[src/sv/tssl_pkg.sv]
// Package with payload types, register indexes and digit/segment tables for the display decoder.
`timescale 1ns / 1ps

package tssl_pkg;

  localparam int LEDS_PER_STRIP = 15;
  localparam int SEGS = 7;

  typedef struct packed {
    logic       time_valid;
    logic [4:0] hour_of_day;
    logic [5:0] minute_of_hour;
  } in_t;

  typedef struct packed {
    logic [LEDS_PER_STRIP-1:0] hour_leds;
    logic [LEDS_PER_STRIP-1:0] minute_leds;
    logic [7:0]                drive_brightness;
  } out_t;

  typedef logic [2:0] cfg_idx_t;

  localparam cfg_idx_t REG_BLINK_DOTS        = 3'd0;
  localparam cfg_idx_t REG_USE_24H           = 3'd1;
  localparam cfg_idx_t REG_HIDE_LEADING_ZERO = 3'd2;
  localparam cfg_idx_t REG_AUTO_DIM          = 3'd3;
  localparam cfg_idx_t REG_DIM_START_HOUR    = 3'd4;
  localparam cfg_idx_t REG_DIM_END_HOUR      = 3'd5;
  localparam cfg_idx_t REG_BASE_BRIGHTNESS   = 3'd6;

  // Segment codes, bit 6 is segment a.
  localparam logic [SEGS-1:0] HOUR_SEG_TAB [10] = '{
    7'h7E, 7'h30, 7'h6D, 7'h79, 7'h33, 7'h5B, 7'h5F, 7'h70, 7'h7F, 7'h7B
  };
  localparam logic [SEGS-1:0] MIN_SEG_TAB [10] = '{
    7'h77, 7'h12, 7'h5D, 7'h5B, 7'h3A, 7'h6B, 7'h6F, 7'h52, 7'h7F, 7'h7B
  };
  // LED offset within a digit for segment i (i = 0 is segment a).
  localparam logic [2:0] HOUR_LED_POS [SEGS] = '{3'd1, 3'd0, 3'd4, 3'd5, 3'd6, 3'd2, 3'd3};
  localparam logic [2:0] MIN_LED_POS  [SEGS] = '{3'd5, 3'd4, 3'd6, 3'd3, 3'd0, 3'd2, 3'd1};

  // Tens digit of a value up to 63, by comparison against the decade bounds.
  function automatic logic [2:0] tens_of(input logic [5:0] v);
    logic [2:0] t;
    if (v >= 6'd60) begin
      t = 3'd6;
    end else if (v >= 6'd50) begin
      t = 3'd5;
    end else if (v >= 6'd40) begin
      t = 3'd4;
    end else if (v >= 6'd30) begin
      t = 3'd3;
    end else if (v >= 6'd20) begin
      t = 3'd2;
    end else if (v >= 6'd10) begin
      t = 3'd1;
    end else begin
      t = 3'd0;
    end
    return t;
  endfunction

  // Seven LEDs of one digit, ordered by the strip's LED wiring.
  function automatic logic [SEGS-1:0] digit_leds(input logic [3:0] d, input logic minute_strip);
    logic [SEGS-1:0] segs;
    logic [SEGS-1:0] leds;
    leds = '0;
    if (d <= 4'd9) begin
      segs = minute_strip ? MIN_SEG_TAB[d] : HOUR_SEG_TAB[d];
    end else begin
      segs = '0;
    end
    for (int i = 0; i < SEGS; i++) begin
      if (segs[SEGS-1-i]) begin
        if (minute_strip) begin
          leds[MIN_LED_POS[i]] = 1'b1;
        end else begin
          leds[HOUR_LED_POS[i]] = 1'b1;
        end
      end
    end
    return leds;
  endfunction

endpackage

[src/sv/time_to_seven_segment_leds_core.sv]
// Seven-segment clock display decoder: tick in, LED masks and brightness out.
`timescale 1ns / 1ps

// Usage:
//   in_valid/in_ready carry one display tick per transaction (time_valid, hour,
//   minute). Every accepted tick updates the dot state; a tick with time_valid
//   set produces one result transaction on out_valid/out_ready, a tick without
//   it produces none.
//   cfg_valid/cfg_ready write register cfg_index with cfg_data; cfg_ready is
//   always high. Indexes beyond the register list are ignored. Write registers
//   only while no result is pending.
//   The result is registered: a tick accepted at an edge shows its result from that edge.
//   Throughput is one tick per cycle while the receiver does not stall; the decode is a
//   single combinational pass from the input ports into the output register.
//   When the receiver stalls, the result is held and in_ready follows out_ready,
//   so a new tick is taken in the same cycle the held result leaves.
//   Reset restores the register defaults (blink on, 12-hour, dimming 22..6,
//   brightness 50), lights the dot and empties the output register.

module time_to_seven_segment_leds_core (
  input  logic              clk,
  input  logic              rst_n,
  input  logic              in_valid,
  output logic              in_ready,
  input  tssl_pkg::in_t     in_data,
  output logic              out_valid,
  input  logic              out_ready,
  output tssl_pkg::out_t    out_data,
  input  logic              cfg_valid,
  output logic              cfg_ready,
  input  tssl_pkg::cfg_idx_t cfg_index,
  input  logic [7:0]        cfg_data
);

  logic       blink_dots_r;
  logic       use_24h_r;
  logic       hide_zero_r;
  logic       auto_dim_r;
  logic [4:0] dim_start_r;
  logic [4:0] dim_end_r;
  logic [7:0] base_bright_r;
  logic       dot_on_r;
  logic       dot_on_nxt;
  logic       out_valid_r;
  logic       out_valid_nxt;
  tssl_pkg::out_t out_data_r;
  tssl_pkg::out_t out_data_nxt;

  logic       in_fire;
  logic [4:0] hour;
  logic [2:0] h_tens;
  logic [3:0] h_units;
  logic [2:0] m_tens;
  logic [3:0] m_units;
  logic [5:0] h_tens_x10;
  logic [5:0] m_tens_x10;
  logic       show_h_tens;
  logic [15:0] third_prod;
  logic        dim_now;

  assign cfg_ready = 1'b1;
  assign in_ready  = !out_valid_r || out_ready;
  assign in_fire   = in_valid && in_ready;
  assign out_valid = out_valid_r;
  assign out_data  = out_data_r;

  always_comb begin
    dot_on_nxt = blink_dots_r ? !dot_on_r : 1'b1;

    hour = in_data.hour_of_day;
    if (!use_24h_r) begin
      if (hour > 5'd12) begin
        hour = hour - 5'd12;
      end
      if (hour == 5'd0) begin
        hour = 5'd12;
      end
    end

    h_tens     = tssl_pkg::tens_of({1'b0, hour});
    h_tens_x10 = {h_tens, 3'b000} + {2'b00, h_tens, 1'b0};
    h_units    = 4'({1'b0, hour} - h_tens_x10);
    m_tens     = tssl_pkg::tens_of(in_data.minute_of_hour);
    m_tens_x10 = {m_tens, 3'b000} + {2'b00, m_tens, 1'b0};
    m_units    = 4'(in_data.minute_of_hour - m_tens_x10);

    show_h_tens = (h_tens != 3'd0) || (use_24h_r && !hide_zero_r);

    out_data_nxt.hour_leds = {7'b0, tssl_pkg::digit_leds(h_units, 1'b0), dot_on_nxt};
    if (show_h_tens) begin
      out_data_nxt.hour_leds[14:8] = tssl_pkg::digit_leds({1'b0, h_tens}, 1'b0);
    end
    out_data_nxt.minute_leds = {tssl_pkg::digit_leds(m_units, 1'b1),
                                tssl_pkg::digit_leds({1'b0, m_tens}, 1'b1),
                                dot_on_nxt};

    // Divide by three as x * 171 >> 9, exact for every 8-bit value.
    third_prod = {8'b0, base_bright_r} * 16'd171;
    dim_now    = auto_dim_r && ((in_data.hour_of_day >= dim_start_r) ||
                                (in_data.hour_of_day < dim_end_r));
    out_data_nxt.drive_brightness = dim_now ? {1'b0, third_prod[15:9]} : base_bright_r;

    if (in_fire) begin
      out_valid_nxt = in_data.time_valid;
    end else if (out_ready) begin
      out_valid_nxt = 1'b0;
    end else begin
      out_valid_nxt = out_valid_r;
    end
  end

  always_ff @(posedge clk) begin
    if (!rst_n) begin
      blink_dots_r  <= 1'b1;
      use_24h_r     <= 1'b0;
      hide_zero_r   <= 1'b0;
      auto_dim_r    <= 1'b1;
      dim_start_r   <= 5'd22;
      dim_end_r     <= 5'd6;
      base_bright_r <= 8'd50;
    end else if (cfg_valid && cfg_ready) begin
      case (cfg_index)
        tssl_pkg::REG_BLINK_DOTS:        blink_dots_r  <= cfg_data[0];
        tssl_pkg::REG_USE_24H:           use_24h_r     <= cfg_data[0];
        tssl_pkg::REG_HIDE_LEADING_ZERO: hide_zero_r   <= cfg_data[0];
        tssl_pkg::REG_AUTO_DIM:          auto_dim_r    <= cfg_data[0];
        tssl_pkg::REG_DIM_START_HOUR:    dim_start_r   <= cfg_data[4:0];
        tssl_pkg::REG_DIM_END_HOUR:      dim_end_r     <= cfg_data[4:0];
        tssl_pkg::REG_BASE_BRIGHTNESS:   base_bright_r <= cfg_data;
        default: begin
        end
      endcase
    end
  end

  always_ff @(posedge clk) begin
    if (!rst_n) begin
      dot_on_r    <= 1'b1;
      out_valid_r <= 1'b0;
    end else begin
      out_valid_r <= out_valid_nxt;
      if (in_fire) begin
        dot_on_r <= dot_on_nxt;
      end
    end
  end

  always_ff @(posedge clk) begin
    if (in_fire && in_data.time_valid) begin
      out_data_r <= out_data_nxt;
    end
  end

  // With blinking off, every tick leaves the dot lit.
  a_dot_forced: assert property (@(posedge clk) disable iff (!rst_n)
    (in_fire && !blink_dots_r) |=> dot_on_r)
    else $error("dot not lit after tick with blinking off");

  // A valid-time tick always produces a pending result.
  a_valid_tick_result: assert property (@(posedge clk) disable iff (!rst_n)
    (in_fire && in_data.time_valid) |=> out_valid_r)
    else $error("valid tick produced no result");

  // An invalid-time tick taken while the old result drains leaves nothing pending.
  a_invalid_tick_silent: assert property (@(posedge clk) disable iff (!rst_n)
    (in_fire && !in_data.time_valid) |=> !out_valid_r)
    else $error("invalid tick produced a result");

  // Both strips show the same dot state.
  a_dot_match: assert property (@(posedge clk) disable iff (!rst_n)
    out_valid_r |-> (out_data_r.hour_leds[0] == out_data_r.minute_leds[0]))
    else $error("dot differs between strips");

  // The dot shown in a fresh result is the dot state just stored.
  a_dot_shown: assert property (@(posedge clk) disable iff (!rst_n)
    (in_fire && in_data.time_valid) |=> (out_data_r.hour_leds[0] == dot_on_r))
    else $error("result dot does not match dot state");

endmodule
[config.mk]
export PLATFORM = sky130hd
export DESIGN_NAME = time_to_seven_segment_leds_core
export DESIGN_NICKNAME = d
export VERILOG_FILES = /design/src/sv/tssl_pkg.sv /design/src/sv/time_to_seven_segment_leds_core.sv
export SDC_FILE = /design/constraint.sdc
export NUM_CORES = 1
export LEC_CHECK = 0
export ABC_AREA = 0
export BUFFER_PORTS_ARGS = -buffer_cell sky130_fd_sc_hd__buf_2
export CORE_ASPECT_RATIO = 0.8
export CORE_MARGIN = 10
export CORE_UTILIZATION = 54
export CTS_BUF_LIST = sky130_fd_sc_hd__clkbuf_4
export CTS_CLUSTER_SIZE = 30
export DETAILED_ROUTE_END_ITERATION = 10
export PLACE_DENSITY = 0.79
export SETUP_SLACK_MARGIN = 0.05
export SLEW_MARGIN = 30
export SYNTH_ARGS = -nofsm -noshare
export SYNTH_HDL_FRONTEND = slang
export SYNTH_SLANG_ARGS = --single-unit
[constraint.sdc]
create_clock -name clk -period 4.1 [get_ports clk]
set_input_delay 0.41 -clock clk [delete_from_list [all_inputs] [get_ports clk]]
set_output_delay 0.41 -clock clk [all_outputs]
set_load 0.03 [all_outputs]
==> run_results.csv <==
group,metric,value,unit
sta,min_period,3890,ps
power_and_ir_drop,powerDensity,336,nW/um^2
final_layout,multi_input_area,2790,sq um
synthesis,synth_area_leaders,"edfxtp_1 23%, ha_1 21%, dfxtp_1 10%, fa_1 5.2%, inv_1 5.2%",
floorplan,rows,30,
clock_network,clk_pin_slew,110,ps
setup_path,reg2reg_slack,210,ps
setup_path,r2r_cells,14,
power_and_ir_drop,comb_power_share,32.5,%
place,gp_congestion,0.872,
sta,skew,7.97,ps
synthesis,syn_area_per_cell,9.49,sq um
final_layout,antennaDiodeCount,0,
floorplan,io_pins,69,
synthesis,ys_warn_count,0,
floorplan,die-area,12700,sq um
clock_network,ctsRootBufferMaster,"clkbuf_4",
detailed_routing,avgRoutedWirePerCell,14.9,um
final_layout,final_util,63.3,%
power_and_ir_drop,p_seq_share,39.9,%
power_and_ir_drop,clockPowerShare,27.6,%
global_routing,antenna_found_initial,0,
floorplan,coreArea,8410,sq um
sta,tightest_slew,858,ps
synthesis,synth_ff_type,"edfxtp_1",
synthesis,syn_area,4620,sq um
synthesis,synth_seq_cells,60,
status,status,"finished, final reports clean",
global_routing,grt_pass1_vias,3566,
min_path,holdCritPathClass,"input port to register",
power_and_ir_drop,finalPower,0.00179,W
power_and_ir_drop,max-vdd-ir-drop,0.192,mV
detailed_routing,drc,0,
clock_network,numClockSinks,60,
floorplan,start_util,55.0,%
synthesis,synth_edf_count,36,
power_and_ir_drop,p_leak,2.53,nW
synthesis,yosys.area.top_type,"edfxtp_1",
detailed_routing,ant_nets,0,
synthesis,synth_top_cell_area_share,23.4,%
synthesis,yosysSeqAreaShare,33.8,%
sta,hold_ws,235,ps
clock_network,numCtsBuffers,9,
setup_path,r2r-end,"out_data[6]$_DFFE_PP_",
final_layout,area.sequential,1570,sq um
global_routing,grt_max_degree,37,
clock_network,cts_buffer_depth,2,
setup_path,worst-setup-path-type,"register to register",
clock_network,cts_tree,"done",
global_routing,grt.overflow.total,0,
detailed_routing,drtIter0Drc,258,
floorplan,die_y,103,um
floorplan,die_x,123,um
global_routing,grt_use_total,16.4,%
detailed_routing,vias,3639,
clock_network,insertion_delay,420,ps
setup_path,required,4280,ps
power_and_ir_drop,internal-power,0.00117,W
setup_path,end_kind,"register",
final_layout,area_growth,15.1,%
setup_path,cp.arrival,4070,ps
setup_path,cp_max_fo,5,
setup_path,critPathLaunchType,"register",
synthesis,syn-num-nets,604,
final_layout,nets,679,
detailed_routing,via_per_inst,5.36,
place,io_buffer_count,67,
synthesis,async_reset_ff_share,0,%
setup_path,setup.worst_path.start,"base_bright_r[3]$_SDFFE_PN0P_",
sta,slew_violations,0,
power_and_ir_drop,swShare,34.5,%
sta,worst_slew_margin_rel,42.4,%
synthesis,synth.distinct_cells,54,
flow_run,maxCapViolations,0,
sta,hold_viol,0,
detailed_routing,drt-total-wl,10100,um
sta,timing.fmax,0.257,GHz
power_and_ir_drop,power.switching,0.000617,W
clock_network,cts_htree_levels,3,
sta,rsz0062_at_grt,"no",
place,detailed_place_hpwl,7920,um
sta,setup_viol_count_final,0,
final_layout,drive_above_1_share,19.9,%
setup_path,rr_startpoint,"base_bright_r[3]$_SDFFE_PN0P_",
synthesis,syn_inst,487,
setup_path,cp-endpoint,"out_data[6]$_DFFE_PP_",
final_layout,num-fill-cells,703,
detailed_routing,drtPass1Iterations,5,
sta,min_period_over_period,94.8,%
global_routing,grt_first_pass_wirelength,16800,um
-- cell usage after synthesis, drive strengths merged (3+ instances only) --
library cell and instances:
a21oi 18, mux2i 9, nand2 48, a221oi 3
ha 77, dfxtp 24, o21ai 38, a31oi 4
fa 12, nand3 5, xor2 5, clkbuf 11
nor3 5, xnor2 7, o211ai 5, a21o 6
inv 64, and2 4, buf 3, and3 4
or2 5, nor2b 10, a21boi 7, nand2b 10
edfxtp 36, nor2 32
-- worst min path at each step --
stage                                          from                       endpoint  slack (ps)  cells past startpoint
after floorplan           blink_dots_r$_SDFFE_PN1P_      blink_dots_r$_SDFFE_PN1P_         440                      2
after global placement        dot_on_r$_SDFFE_PN1P_          dot_on_r$_SDFFE_PN1P_         460                      2
after detailed placement  blink_dots_r$_SDFFE_PN1P_      blink_dots_r$_SDFFE_PN1P_         480                      2
after CTS                               cfg_data[5]  base_bright_r[5]$_SDFFE_PN1P_         220                      3
after global routing                    cfg_data[6]  base_bright_r[6]$_SDFFE_PN0P_         230                      3
final                                   cfg_data[6]  base_bright_r[6]$_SDFFE_PN0P_         230                      3
-- flip-flops by register name (all words and copies together) (netlist names) --
name	flops
dot_on_r	1
base_bright_r	8
use_24h_r	1
out_valid	1
dim_start_r	5
blink_dots_r	1
auto_dim_r	1
out_data	36
hide_zero_r	1
dim_end_r	5
-- final cells by class --
class	count	area share [%]
sequential	60	29.4
clock inverter	7	1.90
inverter	64	4.52
clock buffer	9	1.27
timing repair buffer	78	7.86
tap	112	2.63
multi-input combinational	349	52.4
-- layer usage --
layer	up-vias	wire (um)	share of wire (%)	track usage, %
li1	1838	-	-	-
met1	1688	4570	45	20.5
met2	100	4730	47	27.3
met3	13	691	6.8	4.32
met4	0	114	1.1	5.00
met5	-	0	0	0
-- through the flow --
step	setup WS [ps]	setup TNS [ps]	instances	area, sq um
2_1_floorplan	71.8	0	487	4620
3_3_place_gp	40.0	0	662	5110
3_5_place_dp	-123	-188	662	5110
4_1_cts	38.0	0	678	5290
5_1_grt	31.2	0	679	5320
6_report	212	0	679	5320
-- power by group through the flow --
stage	clock network [W]	registers (W)	logic [W]
after floorplan	0	0.000794	0.000357
after global placement	0	0.000726	0.000547
after detailed placement	0	0.000728	0.000572
after CTS	0.000508	0.000714	0.000580
after global routing	0.000526	0.000719	0.000657
final	0.000494	0.000714	0.000581
-- cells in the final DEF, fill, tap and decap left out, types with 3 or more instances in the layout --
master     n
ha_1      75
buf_2     67
inv_1     63
nand2_1   48
edfxtp_1  36
o21ai_0   33
nor2_1    32
dfxtp_1   21
a21oi_1   18
fa_1      12
buf_4     11
nand2b_1  10
nor2b_1   10
mux2i_1    9
clkbuf_4   9
xnor2_1    7
a21boi_0   7
a21o_1     6
nand3_1    5
or2_2      5
o211ai_1   5
o21ai_1    5
xor2_1     5
nor3_1     4
and3_1     4
a31oi_1    4
and2_1     4
dfxtp_2    3
clkinv_4   3
-- critical path, cell delays in order (launching register included) --
cell and delay (ps):
dfxtp_2 350, ha_4 260, inv_2 30, fa_1 450
fa_1 520, inv_1 60, fa_1 540, ha_1 230
o21ai_1 80, nand2b_1 70, and3_1 180, a221o_1 370
o21ai_1 190, xnor2_1 80, mux2_2 250
-- what timing repair did --
action	in CTS	in global routing
resized for setup	4	9
buffers inserted	0	1
endpoints found under the setup margin	4	4
cloned	0	0
hold buffers	0	0
pin swaps	0	7
-- cells by family after synthesis --
family,Yosys count,synth area share (%)
simple gates,132,13.6
buf+inv,78,6.58
other cells,1,0.0811
fa+ha+maj,89,26.0
compound gates,104,14.9
mux,10,2.19
xor+xnor,13,2.76
flops,60,33.8
No activity file was read; power rests on OpenSTA's default activity.
